--- src/sv/eaf_pkg.sv ---
// eaf_pkg: shared types and constants for the encoder angle filter
// no dependencies; imported by every module of the block
package eaf_pkg;

	// joint axis codes
	localparam logic [1:0] AXIS_BASE  = 2'd0;
	localparam logic [1:0] AXIS_LOWER = 2'd1;
	localparam logic [1:0] AXIS_UPPER = 2'd2;
	localparam logic [1:0] AXIS_NONE  = 2'd3;

	// window and arithmetic constants
	localparam logic [2:0]         WINDOW_LEN      = 3'd5;
	localparam logic [11:0]        NOISE_LIMIT     = 12'd20;
	localparam logic [11:0]        HALF_COUNTS     = 12'd2048;
	localparam logic [5:0]         UNITS_PER_COUNT = 6'd45;
	localparam logic [15:0]        RECIP3          = 16'd43691;
	localparam int                 RECIP3_SHIFT    = 17;
	localparam logic signed [19:0] FULL_TURN       = 20'sd184320;
	localparam logic [17:0]        BASE_MIN        = 18'd0;
	localparam logic [17:0]        BASE_MAX        = 18'd92160;

	// configuration register indexes
	typedef enum logic [2:0] {
		REG_REF_COUNT_X  = 3'd0,
		REG_REF_COUNT_Y  = 3'd1,
		REG_REF_COUNT_Z  = 3'd2,
		REG_REF_ANGLE_X  = 3'd3,
		REG_REF_ANGLE_Y  = 3'd4,
		REG_REF_ANGLE_Z  = 3'd5,
		REG_LOWER_LIMITS = 3'd6,
		REG_UPPER_LIMITS = 3'd7
	} eaf_reg_t;

	// configuration as seen by the back end
	typedef struct packed {
		logic [2:0][11:0] ref_count;
		logic [2:0][17:0] ref_angle;
		logic [35:0]      lower_limits;
		logic [35:0]      upper_limits;
	} eaf_cfg_t;

	// finished window handed from front to back
	typedef struct packed {
		logic [1:0]  axis;
		logic [13:0] trimmed;
	} eaf_win_t;

	// queue status used by the top level and, as head valid, by the back end
	typedef struct packed {
		logic full;
		logic not_empty;
	} eaf_qstat_t;

endpackage

--- src/sv/eaf_window.sv ---
// eaf_window: front end, collects five-sample windows per axis and rejects noisy ones
// depends on eaf_pkg
module eaf_window (
	input  logic               clk,
	input  logic               arst_n,
	input  logic               accept,
	input  logic [1:0]         axis,
	input  logic [11:0]        sample,
	output logic               push,
	output eaf_pkg::eaf_win_t  win
);
	import eaf_pkg::*;

	logic [2:0]  fill_q;
	logic [1:0]  axis_q;
	logic [11:0] max_q;
	logic [11:0] min_q;
	logic [14:0] sum_q;

	logic        take;
	logic        restart;
	logic [2:0]  eff_fill;
	logic [11:0] eff_max;
	logic [11:0] eff_min;
	logic [14:0] eff_sum;
	logic [2:0]  new_fill;
	logic [11:0] new_max;
	logic [11:0] new_min;
	logic [14:0] new_sum;
	logic [11:0] spread;
	logic        done;
	logic [14:0] trimmed_full;

	// running window update for the incoming sample
	always_comb begin
		take     = accept && (axis != AXIS_NONE);
		restart  = (fill_q != 3'd0) && (axis != axis_q);
		eff_fill = restart ? 3'd0 : fill_q;
		eff_max  = restart ? 12'd0 : max_q;
		eff_min  = restart ? 12'hFFF : min_q;
		eff_sum  = restart ? 15'd0 : sum_q;
		new_fill = eff_fill + 3'd1;
		new_max  = (sample > eff_max) ? sample : eff_max;
		new_min  = (sample < eff_min) ? sample : eff_min;
		new_sum  = eff_sum + {3'b000, sample};
		spread   = new_max - new_min;
		done     = (new_fill == WINDOW_LEN);
		trimmed_full = new_sum - {3'b000, new_max} - {3'b000, new_min};
		push     = take && done && (spread <= NOISE_LIMIT);
		win.axis    = axis;
		win.trimmed = trimmed_full[13:0];
	end

	// window state
	always_ff @(posedge clk or negedge arst_n) begin
		if (!arst_n) begin
			fill_q <= 3'd0;
			axis_q <= AXIS_BASE;
			max_q  <= 12'd0;
			min_q  <= 12'hFFF;
			sum_q  <= 15'd0;
		end else if (take) begin
			axis_q <= axis;
			if (done) begin
				fill_q <= 3'd0;
				max_q  <= 12'd0;
				min_q  <= 12'hFFF;
				sum_q  <= 15'd0;
			end else begin
				fill_q <= new_fill;
				max_q  <= new_max;
				min_q  <= new_min;
				sum_q  <= new_sum;
			end
		end
	end

endmodule

--- src/sv/eaf_queue.sv ---
// eaf_queue: short first-in first-out queue between window front end and angle back end
// depends on eaf_pkg
module eaf_queue #(
	parameter int DEPTH = 4
) (
	input  logic               clk,
	input  logic               arst_n,
	input  logic               push,
	input  eaf_pkg::eaf_win_t  push_data,
	input  logic               pop,
	output eaf_pkg::eaf_win_t  head,
	output eaf_pkg::eaf_qstat_t stat
);
	import eaf_pkg::*;

	localparam int PW = (DEPTH > 1) ? $clog2(DEPTH) : 1;
	localparam int CW = $clog2(DEPTH + 1);
	localparam logic [PW-1:0] LAST = PW'(DEPTH - 1);
	localparam logic [CW-1:0] FULL_COUNT = CW'(DEPTH);

	eaf_win_t      mem [DEPTH];
	logic [PW-1:0] wr_ptr_q;
	logic [PW-1:0] rd_ptr_q;
	logic [CW-1:0] count_q;
	logic          do_push;
	logic          do_pop;

	// status and head of queue
	always_comb begin
		stat.full      = (count_q == FULL_COUNT);
		stat.not_empty = (count_q != '0);
		do_push        = push && !stat.full;
		do_pop         = pop && stat.not_empty;
		head           = mem[rd_ptr_q];
	end

	// storage
	always_ff @(posedge clk) begin
		if (do_push) begin
			mem[wr_ptr_q] <= push_data;
		end
	end

	// pointers and fill count
	always_ff @(posedge clk or negedge arst_n) begin
		if (!arst_n) begin
			wr_ptr_q <= '0;
			rd_ptr_q <= '0;
			count_q  <= '0;
		end else begin
			if (do_push) begin
				wr_ptr_q <= (wr_ptr_q == LAST) ? '0 : wr_ptr_q + 1'b1;
			end
			if (do_pop) begin
				rd_ptr_q <= (rd_ptr_q == LAST) ? '0 : rd_ptr_q + 1'b1;
			end
			if (do_push && !do_pop) begin
				count_q <= count_q + 1'b1;
			end else if (do_pop && !do_push) begin
				count_q <= count_q - 1'b1;
			end
		end
	end

endmodule

--- src/sv/eaf_angle.sv ---
// eaf_angle: back end, mean of a window to wrapped and clamped joint angle
// depends on eaf_pkg
module eaf_angle (
	input  logic                clk,
	input  logic                arst_n,
	input  eaf_pkg::eaf_cfg_t   cfg,
	input  eaf_pkg::eaf_win_t   head,
	input  logic                head_valid,
	output logic                pop,
	output logic                out_valid,
	input  logic                out_stall,
	output logic [17:0]         angle,
	output logic [1:0]          result_axis,
	output logic [11:0]         mean_count
);
	import eaf_pkg::*;

	logic adv;

	logic        v_s1, v_s2, v_s3, v_s4, v_s5, out_valid_q;
	logic [1:0]  axis_s1, axis_s2, axis_s3, axis_s4, axis_s5, axis_q;
	logic [11:0] mean_s1, mean_s2, mean_s3, mean_s4, mean_s5, mean_q;
	logic [11:0] diff_s2;
	logic        pos_s2, pos_s3;
	logic [17:0] prod_s3;
	logic        far_s3, far_s4, far_s5;
	logic signed [19:0] raw_s4;
	logic [17:0] wrap_s5;
	logic        neg_s5;
	logic [17:0] angle_q;

	logic [29:0] recip_prod;
	logic [11:0] rc;
	logic [17:0] mul45;
	logic signed [19:0] base;
	logic signed [19:0] step;
	logic signed [19:0] wrap_val;
	logic [17:0] lo;
	logic [17:0] hi;
	logic [17:0] clamped;

	// whole pipeline moves when the output register is free or being taken
	assign adv = !out_valid_q || !out_stall;
	assign pop = adv && head_valid;

	// per-stage arithmetic
	always_comb begin
		// divide by three through the reciprocal
		recip_prod = {16'd0, head.trimmed} * {14'd0, RECIP3};
		// count difference to the reference
		rc = cfg.ref_count[axis_s1];
		// units per count
		mul45 = {6'd0, diff_s2} * {12'd0, UNITS_PER_COUNT};
		// signed raw angle
		base = {2'b00, cfg.ref_angle[axis_s3]};
		step = {2'b00, prod_s3};
		// single wrap into one turn
		if (raw_s4 > FULL_TURN) begin
			wrap_val = raw_s4 - FULL_TURN;
		end else if (raw_s4 < 20'sd0) begin
			wrap_val = raw_s4 + FULL_TURN;
		end else begin
			wrap_val = raw_s4;
		end
		// axis limits
		case (axis_s5)
			AXIS_LOWER: begin
				lo = cfg.lower_limits[17:0];
				hi = cfg.lower_limits[35:18];
			end
			AXIS_UPPER: begin
				lo = cfg.upper_limits[17:0];
				hi = cfg.upper_limits[35:18];
			end
			default: begin
				lo = BASE_MIN;
				hi = BASE_MAX;
			end
		endcase
		// clamp, the far side flips the chosen limit
		if (wrap_s5 >= lo && wrap_s5 <= hi) begin
			clamped = wrap_s5;
		end else if (far_s5) begin
			clamped = neg_s5 ? hi : lo;
		end else begin
			clamped = neg_s5 ? lo : hi;
		end
	end

	// stage valids
	always_ff @(posedge clk or negedge arst_n) begin
		if (!arst_n) begin
			v_s1        <= 1'b0;
			v_s2        <= 1'b0;
			v_s3        <= 1'b0;
			v_s4        <= 1'b0;
			v_s5        <= 1'b0;
			out_valid_q <= 1'b0;
		end else if (adv) begin
			v_s1        <= head_valid;
			v_s2        <= v_s1;
			v_s3        <= v_s2;
			v_s4        <= v_s3;
			v_s5        <= v_s4;
			out_valid_q <= v_s5;
		end
	end

	// stage payloads
	always_ff @(posedge clk) begin
		if (adv) begin
			// s1: mean count
			axis_s1 <= head.axis;
			mean_s1 <= recip_prod[RECIP3_SHIFT +: 12];
			// s2: difference and direction
			axis_s2 <= axis_s1;
			mean_s2 <= mean_s1;
			pos_s2  <= mean_s1 > rc;
			diff_s2 <= (mean_s1 > rc) ? mean_s1 - rc : rc - mean_s1;
			// s3: scaled difference
			axis_s3 <= axis_s2;
			mean_s3 <= mean_s2;
			pos_s3  <= pos_s2;
			prod_s3 <= mul45;
			far_s3  <= diff_s2 > HALF_COUNTS;
			// s4: raw angle
			axis_s4 <= axis_s3;
			mean_s4 <= mean_s3;
			far_s4  <= far_s3;
			raw_s4  <= pos_s3 ? base + step : base - step;
			// s5: wrapped angle
			axis_s5 <= axis_s4;
			mean_s5 <= mean_s4;
			far_s5  <= far_s4;
			neg_s5  <= raw_s4 < 20'sd0;
			wrap_s5 <= wrap_val[17:0];
			// output register
			axis_q  <= axis_s5;
			mean_q  <= mean_s5;
			angle_q <= clamped;
		end
	end

	assign out_valid   = out_valid_q;
	assign angle       = angle_q;
	assign result_axis = axis_q;
	assign mean_count  = mean_q;

endmodule

--- src/sv/encoder_angle_filter.sv ---
// encoder_angle_filter: top level, configuration registers, window front end,
// queue and angle back end; depends on eaf_pkg, eaf_window, eaf_queue, eaf_angle
//
//  port group   handshake            payload
//  input        in_valid / in_stall   axis, sample
//  result       out_valid / out_stall angle, result_axis, mean_count
//  config       cfg_write             cfg_index, cfg_data
//
// one sample per cycle is taken while the window queue is not full; a window result
// passes the window queue, back end stages s1 to s5 and the output register.
// the front end stalls only when the window queue is full; the back end
// pipeline holds as a whole while a finished result waits on out_stall.
// reset clears the window, the queue and all pipeline valids, and loads the
// reference and limit registers with their defaults.
module encoder_angle_filter #(
	parameter int QUEUE_DEPTH = 4
) (
	input  logic        clk,
	input  logic        arst_n,
	input  logic        in_valid,
	output logic        in_stall,
	input  logic [1:0]  axis,
	input  logic [11:0] sample,
	output logic        out_valid,
	input  logic        out_stall,
	output logic [17:0] angle,
	output logic [1:0]  result_axis,
	output logic [11:0] mean_count,
	input  logic        cfg_write,
	input  logic [2:0]  cfg_index,
	input  logic [35:0] cfg_data
);
	import eaf_pkg::*;

	eaf_cfg_t   cfg_q;
	eaf_win_t   win;
	eaf_win_t   head;
	eaf_qstat_t qstat;
	logic       accept;
	logic       push;
	logic       pop;

	// configuration registers
	always_ff @(posedge clk or negedge arst_n) begin
		if (!arst_n) begin
			cfg_q.ref_count[0] <= 12'd95;
			cfg_q.ref_count[1] <= 12'd1429;
			cfg_q.ref_count[2] <= 12'd1998;
			cfg_q.ref_angle[0] <= 18'd46080;
			cfg_q.ref_angle[1] <= 18'd16975;
			cfg_q.ref_angle[2] <= 18'd46198;
			cfg_q.lower_limits <= 36'd24159191040;
			cfg_q.upper_limits <= 36'd24159191040;
		end else if (cfg_write) begin
			unique case (eaf_reg_t'(cfg_index))
				REG_REF_COUNT_X:  cfg_q.ref_count[0] <= cfg_data[11:0];
				REG_REF_COUNT_Y:  cfg_q.ref_count[1] <= cfg_data[11:0];
				REG_REF_COUNT_Z:  cfg_q.ref_count[2] <= cfg_data[11:0];
				REG_REF_ANGLE_X:  cfg_q.ref_angle[0] <= cfg_data[17:0];
				REG_REF_ANGLE_Y:  cfg_q.ref_angle[1] <= cfg_data[17:0];
				REG_REF_ANGLE_Z:  cfg_q.ref_angle[2] <= cfg_data[17:0];
				REG_LOWER_LIMITS: cfg_q.lower_limits <= cfg_data;
				REG_UPPER_LIMITS: cfg_q.upper_limits <= cfg_data;
				default: ;
			endcase
		end
	end

	// input transfer
	assign in_stall = qstat.full;
	assign accept   = in_valid && !in_stall;

	eaf_window u_window (
		.clk    (clk),
		.arst_n (arst_n),
		.accept (accept),
		.axis   (axis),
		.sample (sample),
		.push   (push),
		.win    (win)
	);

	eaf_queue #(
		.DEPTH (QUEUE_DEPTH)
	) u_queue (
		.clk       (clk),
		.arst_n    (arst_n),
		.push      (push),
		.push_data (win),
		.pop       (pop),
		.head      (head),
		.stat      (qstat)
	);

	eaf_angle u_angle (
		.clk         (clk),
		.arst_n      (arst_n),
		.cfg         (cfg_q),
		.head        (head),
		.head_valid  (qstat.not_empty),
		.pop         (pop),
		.out_valid   (out_valid),
		.out_stall   (out_stall),
		.angle       (angle),
		.result_axis (result_axis),
		.mean_count  (mean_count)
	);

	// a finished window never arrives at a full queue
	a_push_not_full: assert property (@(posedge clk) disable iff (!arst_n)
		push |-> !qstat.full)
		else $error("window pushed into full queue");

	// the back end never pops an empty queue
	a_pop_not_empty: assert property (@(posedge clk) disable iff (!arst_n)
		pop |-> qstat.not_empty)
		else $error("pop from empty queue");

	// results never carry the unused axis code
	a_axis_valid: assert property (@(posedge clk) disable iff (!arst_n)
		out_valid |-> (result_axis != AXIS_NONE))
		else $error("result with unused axis code");

	// base axis results stay inside the fixed base limits
	a_base_range: assert property (@(posedge clk) disable iff (!arst_n)
		(out_valid && result_axis == AXIS_BASE) |-> (angle <= BASE_MAX))
		else $error("base angle beyond limit");

endmodule
--- config.mk ---
export PLATFORM = sky130hd
export DESIGN_NAME = encoder_angle_filter
export DESIGN_NICKNAME = d
export VERILOG_FILES = /design/src/sv/eaf_pkg.sv /design/src/sv/eaf_window.sv /design/src/sv/eaf_queue.sv /design/src/sv/eaf_angle.sv /design/src/sv/encoder_angle_filter.sv
export SDC_FILE = /design/constraint.sdc
export NUM_CORES = 1
export LEC_CHECK = 0
export ABC_AREA = 0
export CORE_UTILIZATION = 30
export CTS_CLUSTER_SIZE = 14
export DETAILED_ROUTE_END_ITERATION = 7
export DONT_BUFFER_PORTS = 1
export HOLD_SLACK_MARGIN = 0.15
export PLACE_DENSITY = 0.54
export SLEW_MARGIN = 20
export SYNTH_ARGS = -nofsm -noshare
export SYNTH_HDL_FRONTEND = slang
export SYNTH_SLANG_ARGS = --single-unit
--- constraint.sdc ---
create_clock -name clk -period 7 [get_ports clk]
set_input_delay 0.7 -clock clk [delete_from_list [all_inputs] [get_ports clk]]
set_output_delay 0.7 -clock clk [all_outputs]
set_load 0.1 [all_outputs]
==> Word-level counts from Yosys, hierarchy flattened <==
Memories as Yosys holds them, arrays and structs flattened.
Cells that the tools add are included.
{ "totals": {"ff_bits": 395, "latchBits": 0, "ramBits": 64, "romBits": 0, "input_bits": 58, "output_inout_bits": 34, "elab_cells": 148, "n_memories": 1} }
{ "classes": {"addsub": 15, "multipliers": 2, "div_mod_pow": 0, "order_cmp": 11, "n_eq_ne": 15, "shifts": 0, "mux": 30, "n_bitwise": 0, "n_reduce_logical": 29} }
{ "memory_table": {"columns": ["memory", "depth", "word_bits", "read_ports", "rd_clocked_by_memory_dff", "write_ports", "line", "source"], "rows": [
  ["u_queue.mem", 4, 16, 1, 0, 1, "eaf_queue.sv:21", "eaf_win_t mem [DEPTH];"]
]} }
{ "ops": {"columns": ["operator", "count"], "rows": [
  ["$mux W18", 7],
  ["$mux W12", 8],
  ["$pmux W18 S2", 2],
  ["$bmux W18 S2", 1],
  ["$sub A12 B12 Y12", 3],
  ["$mux W15", 2],
  ["$mul A14 B16 Y29 const B", 1],
  ["$sub A14 B12 Y14", 2],
  ["$bmux W12 S2", 1],
  ["$gt A12 B12 Y1", 2],
  ["$gt A20 B19 Y1 const B", 1],
  ["$lt A20 B1 Y1 const B", 1],
  ["$mux W20", 1],
  ["$add A18 B18 Y19", 1],
  ["$sub A18 B18 Y19", 1],
  ["$add A18 B18 Y18 const B", 1],
  ["$eq A3 B3 Y1 const B", 6],
  ["$ge A18 B18 Y1", 1],
  ["$le A18 B18 Y1", 1],
  ["$mul A12 B6 Y18 const B", 1],
  ["$sub A18 B18 Y18 const B", 1],
  ["$reduce_and A2 Y1", 8],
  ["$add A15 B12 Y15", 1],
  ["$gt A12 B12 Y1 const B", 1],
  ["other kinds (21)", 47]
]} }

==> Longest topological paths before layout <==
{ "logic_depth": {"word_depth": 13, "depth_mapped": 34, "depth_no_buf": 29} }

==> By module <==
A second synthesis with hierarchy kept.
{ "unflattened": {"hier_cells": 2445, "area_unflattened_um2": 29275.6} }
{ "modules_own_cells": {"columns": ["module", "instances", "cells_per_inst", "area_each_um2", "seq_area_each_um2"], "rows": [
  ["eaf_angle", 1, 1419, 15264.6, 5435.2],
  ["encoder_angle_filter", 1, 350, 6271.0, 4113.9],
  ["eaf_window", 1, 555, 4931.0, 1091.0],
  ["eaf_queue", 1, 121, 2808.9, 2097.0]
]} }

==> Worst setup path after synthesis <==
No wires, ideal clock.
{ "synth_path": {"kind": "input-to-reg", "from": "input axis[0]", "to": "register u_queue.count_q[2]", "t_arrival_ns": 6.558, "t_required_ns": 6.921, "slack_ns": 0.362, "cell_stages": 32, "n_path_buf": 5, "cell_sequence": "xnor2_1 a21oi_2 clkbuf_1 clkbuf_1 nor2_1 ha_1 a21o_1 a21o_1 a21o_1 a21o_1 a21oi_1 nor2_1 a211o_1 buf_2 buf_2 o22a_1 ha_1 fa_1 o21bai_1 a21oi_1 o21ai_1 a21oi_1 or4_1 a31oi_1 and3_1 buf_2 ha_1 inv_1 fa_1 xor2_1 nor2_1 xor2_1"} }
{ "synth_via": {"elab_chain_cells": 12, "word_cells_on_any_way": 23, "cone_classes": "add/sub: 2; order compare: 3; eq/ne: 3; mux: 6; reduce/logical: 9"} }
{ "synth_rtl": {"columns": ["element", "line", "source"], "rows": [
  ["start: declaration", "encoder_angle_filter.sv:22", "input logic [1:0] axis,"],
  ["$ne A2 B2 Y1", "eaf_window.sv:37", "restart = (fill_q != 3'd0) && (axis != axis_q);"],
  ["$logic_and A1 B1 Y1", "eaf_window.sv:37", null],
  ["$mux W12, on equally long branches", "eaf_window.sv:39, eaf_window.sv:40", null],
  ["$gt A12 B12 Y1 or $lt A12 B12 Y1 (tied branches)", "eaf_window.sv:43, eaf_window.sv:44", null],
  ["$mux W12, on equally long branches", "eaf_window.sv:43, eaf_window.sv:44", null],
  ["$sub A12 B12 Y12", "eaf_window.sv:46", "spread = new_max - new_min;"],
  ["$le A12 B5 Y1", "eaf_window.sv:49", "push = take && done && (spread <= NOISE_LIMIT);"],
  ["$logic_and A1 B1 Y1 *", "eaf_window.sv:49", null],
  ["$logic_and A1 B1 Y1 *", "eaf_queue.sv:32", "do_push = push && !stat.full;"],
  ["named net u_queue.do_push", "eaf_queue.sv:25", "logic do_push;"],
  ["$logic_not A1 Y1", "eaf_queue.sv:59", "end else if (do_pop && !do_push) begin"],
  ["$logic_and A1 B1 Y1", "eaf_queue.sv:59", null],
  ["$reduce_bool A2 Y1 (no source line)", null, null],
  ["end signal: assignment", "eaf_queue.sv:58", "count_q <= count_q + 1'b1;"],
  ["end signal: assignment", "eaf_queue.sv:60", "count_q <= count_q - 1'b1;"],
  ["end: declaration", "eaf_queue.sv:24", "logic [CW-1:0] count_q;"]
]} }
Mark *: on every way through the listed nets, which the timed path passes. The rest lies on a longest branch.
A chain may end at the register's enable or synchronous reset.

==> Worst setup path in the final report <==
{ "layout_path": {"from": "register u_queue.rd_ptr_q[1]", "to": "register u_angle.mean_s1[11] (data pin)"} }
{ "layout_via": {"elab_chain_cells": 2} }
{ "layout_rtl": {"columns": ["element", "line", "source"], "rows": [
  ["start: declaration", "eaf_queue.sv:23", "logic [PW-1:0] rd_ptr_q;"],
  ["start signal: assignment", "eaf_queue.sv:55", "rd_ptr_q <= (rd_ptr_q == LAST) ? '0 : rd_ptr_q + 1'b1;"],
  ["$mem_v2 Z4 W16", null, null],
  ["$mul A14 B16 Y29", "eaf_angle.sv:49", "recip_prod = {16'd0, head.trimmed} * {14'd0, RECIP3};"],
  ["named net u_angle.recip_prod[28]", "eaf_angle.sv:32", "logic [29:0] recip_prod;"],
  ["end signal: assignment", "eaf_angle.sv:114", "mean_s1 <= recip_prod[RECIP3_SHIFT +: 12];"],
  ["end: declaration", "eaf_angle.sv:22", "logic [11:0] mean_s1, mean_s2, mean_s3, mean_s4, mean_s5, mean_q;"]
]} }
The timed path passes the listed nets, and every way through them passes these cells.

==> impl_metrics.py <==
metrics = {
    "setup_path": {
        "critPathMaxFanout": 12,
        "worst_setup_path_end_kind": "flop",
        "timing.critical_path.from_type": "flop",
        "required_time_of_the_critical_path_ns": 7.36,
        "worstSetupPathType": "reg2reg",
        "arrival_ns": 6.89,
        "max_stage_delay_ns": 0.63,
        "timing.critical_path.max_delay_family": "adder cells",
        "cpMostUsedCell": "sky130_fd_sc_hd__fa_1",
        "cpMaxStageDelayCell": "sky130_fd_sc_hd__dfrtp_1",
        "critical_path_depth": 20,
        "critical_path.n_buffers_inverters": 3,
        "r2r_cells": 20,
        "path_cells": "buf_4 -> mux4_1 -> ha_1 -> fa_1 -> inv_1 -> fa_1 -> inv_1 -> fa_1 -> fa_1 -> fa_1 -> ha_1 -> nand2_1 -> o21a_1 -> o21ai_0 -> o2111ai_2 -> a21boi_2 -> nand4_2 -> a31oi_4 -> mux2i_1 -> nand4_1",
    },
    "logic_synthesis": {
        "synth_cells": 2391,
        "synth.cell_area_mm2": 0.0285,
        "synth.cells.most_frequent": "sky130_fd_sc_hd__ha_1, sky130_fd_sc_hd__inv_1, sky130_fd_sc_hd__edfxtp_1",
        "synthArstFlopShare_pct": 47.6,
        "synth-edff-count": 240,
        "synth_area_leaders": "sky130_fd_sc_hd__edfxtp_1, sky130_fd_sc_hd__dfrtp_1, sky130_fd_sc_hd__ha_1",
        "cell_accounting_for_the_most_synthesized_area": "sky130_fd_sc_hd__edfxtp_1",
        "yosysSeqAreaShare_pct": 44.6,
        "ys_ff_latch": 458,
        "synthDistinctLibCells": 83,
        "synth.yosys.warnings": 0,
        "synthFlopType": "sky130_fd_sc_hd__edfxtp_1",
        "synthMostInstantiatedCell": "sky130_fd_sc_hd__ha_1",
        "synthesis.area_per_instance_um2": 11.9,
        "yosysTopAreaCellShare_pct": 25.2,
        "syn_nets": 2845,
    },
    "min_path": {
        "hold_path_depth": 1,
        "hold_path.class": "in2reg",
    },
    "detailed_routing": {
        "route.detailed.vias_per_inst": 4.87,
        "drt_pre_antenna_iters": 7,
        "dr_wl_cell_um": 17.8,
        "detailed_route_wl_um": 66100,
        "num_vias": 18100,
        "drc": 0,
        "drt.antenna.violating_nets": 0,
        "drtIter0Drc": 1003,
    },
    "placement": {
        "dp_hpwl_um": 48900,
        "place.gp.congestion": 0.864,
        "io_buffers": 0,
    },
    "global_route": {
        "grt_max_degree": 219,
        "grt_overflow_total": 0,
        "grt.total_usage_pct": 13.8,
        "via_count_of_the_first_global_routing_pass": 19000,
        "grt_antenna_before_repair": 1,
        "wire_length_of_the_first_global_routing_pass_um": 104000,
    },
    "sta": {
        "setup_viol_count_final": 0,
        "min_period_over_period_pct": 93.2,
        "clock-skew-final_ns": 0.0201,
        "worst_slew_pin_slew_ns": 1.07,
        "finalSetupTns_ns": 0,
        "unrepaired_setup_endpoints_after_global_routing": "false",
        "post_layout_min_period_ns": 6.53,
        "max_freq_mhz": 153,
        "number_of_pins_exceeding_their_max_slew_limit_in_the_final_report": 0,
        "timing.slew.headroom_pct": 28.5,
        "timing.final.hold_violations": 0,
    },
    "status": {
        "run_status": "finished, final reports clean",
    },
    "run": {
        "cap_viol_max_count": 0,
    },
    "cts": {
        "cts_htree_levels": 2,
        "clkSinkCount": 458,
        "cts-buffers-inserted": 52,
        "cts.reportedPaths.clkPinSlew_ns": 0.06,
        "root_buffer": "sky130_fd_sc_hd__clkbuf_16",
        "tritoncts": "yes",
        "cts_buffer_depth": 3,
        "clock_latency_ns": 0.62,
    },
    "layout": {
        "diodes": 0,
        "final_net_count": 2869,
        "layout.core_utilization_pct": 34.2,
        "area.growth.synth_to_final_pct": 12.4,
        "layout-drive-gt1-share_pct": 18.0,
    },
    "die": {
        "fp.dieArea_mm2": 0.0964,
        "fp.coreArea_mm2": 0.0937,
        "floorplan.rows": 112,
        "floorplan.die.width_um": 310,
        "ios": 92,
        "die_h_um": 310,
        "start_util_pct": 30.5,
    },
}
[worst reg2reg max path, delay by kind of cell (launching register included)]
family	cells	cell delay, ns
multiplexers	2	0.55
AO/OA/AOI/OAI	5	1.24
flip-flops	1	0.63
buffers and inverters	3	0.60
AND/OR/NAND/NOR	3	0.34
adder cells (fa/ha/maj)	7	2.91
[repair_timing]
| action | CTS | global route |
|---|---|---|
| buffers inserted | 0 | 0 |
| hold buffers | 3 | 1 |
| setup endpoints to repair | 0 | 2 |
| gates resized for setup | 0 | 1 |
| hold endpoints to repair | 226 | 82 |
[sequential cells by signal, summed over array words and instances, names as in the netlist, 3 cells and up]
register            cells
u_window.fill_q         3
u_angle.wrap_s5        18
u_angle.mean_s2        12
u_queue.count_q         3
u_queue.mem            64
u_angle.mean_s5        12
u_angle.mean_s3        12
u_angle.mean_s1        12
u_angle.mean_s4        12
u_window.sum_q         14
u_angle.raw_s4         20
cfg_q                 162
u_angle.prod_s3        18
u_angle.mean_count     12
u_window.max_q         12
u_angle.angle          18
u_window.min_q         12
u_angle.diff_s2        12
[cell families after synthesis]
family	count (synthesis)	share of synthesized area (%)
simple gates	417	7.20
fa+ha+maj	396	19.8
buf+inv	325	4.33
compound gates	433	10.2
flops	458	44.6
mux	275	11.2
xor+xnor	87	2.67
[stage by stage]
step                cells  setup WS, ns  hold slack [ns]  cell area [um^2]
floorplan            2391         0.362            0.400             28500
global placement     3610         0.181            0.402             30200
detailed placement   3610         0.266            0.405             30200
CTS                  3711         0.413            0.171             32000
global route         3713         0.128            0.184             32100
finish               3713         0.474            0.220             32100
[placed cells by master (no fill, tap or decap), types with 12 or more instances in the layout]
| master | instances |
|---|---|
| sky130_fd_sc_hd__nor2_1 | 110 |
| sky130_fd_sc_hd__mux2_2 | 191 |
| sky130_fd_sc_hd__nand2_1 | 93 |
| sky130_fd_sc_hd__a21o_1 | 43 |
| sky130_fd_sc_hd__a22oi_1 | 33 |
| sky130_fd_sc_hd__nor2b_1 | 39 |
| sky130_fd_sc_hd__o21a_1 | 16 |
| sky130_fd_sc_hd__a31oi_1 | 14 |
| sky130_fd_sc_hd__o22ai_1 | 14 |
| sky130_fd_sc_hd__fa_1 | 92 |
| sky130_fd_sc_hd__dfstp_2 | 60 |
| sky130_fd_sc_hd__ha_1 | 304 |
| sky130_fd_sc_hd__nand4_1 | 17 |
| sky130_fd_sc_hd__a22o_1 | 15 |
| sky130_fd_sc_hd__inv_1 | 253 |
| sky130_fd_sc_hd__or2_2 | 35 |
| sky130_fd_sc_hd__xor2_1 | 34 |
| sky130_fd_sc_hd__nand2b_1 | 20 |
| sky130_fd_sc_hd__xnor2_1 | 52 |
| sky130_fd_sc_hd__o32a_1 | 12 |
| sky130_fd_sc_hd__clkbuf_16 | 54 |
| sky130_fd_sc_hd__nor3_1 | 37 |
| sky130_fd_sc_hd__o21ai_0 | 79 |
| sky130_fd_sc_hd__a21oi_1 | 110 |
| sky130_fd_sc_hd__nand3_1 | 19 |
| sky130_fd_sc_hd__mux2i_1 | 68 |
| sky130_fd_sc_hd__edfxtp_1 | 240 |
| sky130_fd_sc_hd__o21bai_1 | 12 |
| sky130_fd_sc_hd__buf_4 | 34 |
| sky130_fd_sc_hd__dfrtp_1 | 158 |
[cell type report]
cell class	count	area [um^2]
inverter	254	953
tap	1254	1570
sequential	458	12700
timing repair buffer	41	388
clock buffer	70	1490
multi-input combinational	1608	14600
clock inverter	28	305
fill	9192	61700
[final timing paths]
kind	start	to	slack, ns
min in group asynchronous	arst_n	cfg_q[16]	0.63
worst max-delay path	u_queue.rd_ptr_q[1]	u_angle.mean_s1[11]	0.47
worst max register to register	u_queue.rd_ptr_q[1]	u_angle.mean_s1[11]	0.47
max in group asynchronous	arst_n	cfg_q[136]	5.30
worst min register to register	u_angle.axis_s4[0]	u_angle.axis_s5[0]	0.42
worst min-delay path	sample[6]	u_window.max_q[6]	0.22
[per-layer routing]
metal / up-vias / wire (um) / global-route usage, % / share of wire [%]
met2: 314 / 32500 / 24.2 / 49
met4: 2 / 1610 / 3.94 / 2.4
li1: 8615 / - / - / -
met1: 9045 / 28800 / 16.9 / 44
met5: - / 13 / 0 / 0.020
met3: 104 / 3090 / 2.68 / 4.7
Power is left out: the tool's default activity adds up to more than one toggle a clock period on the data nets, which glitch-free logic cannot reach.
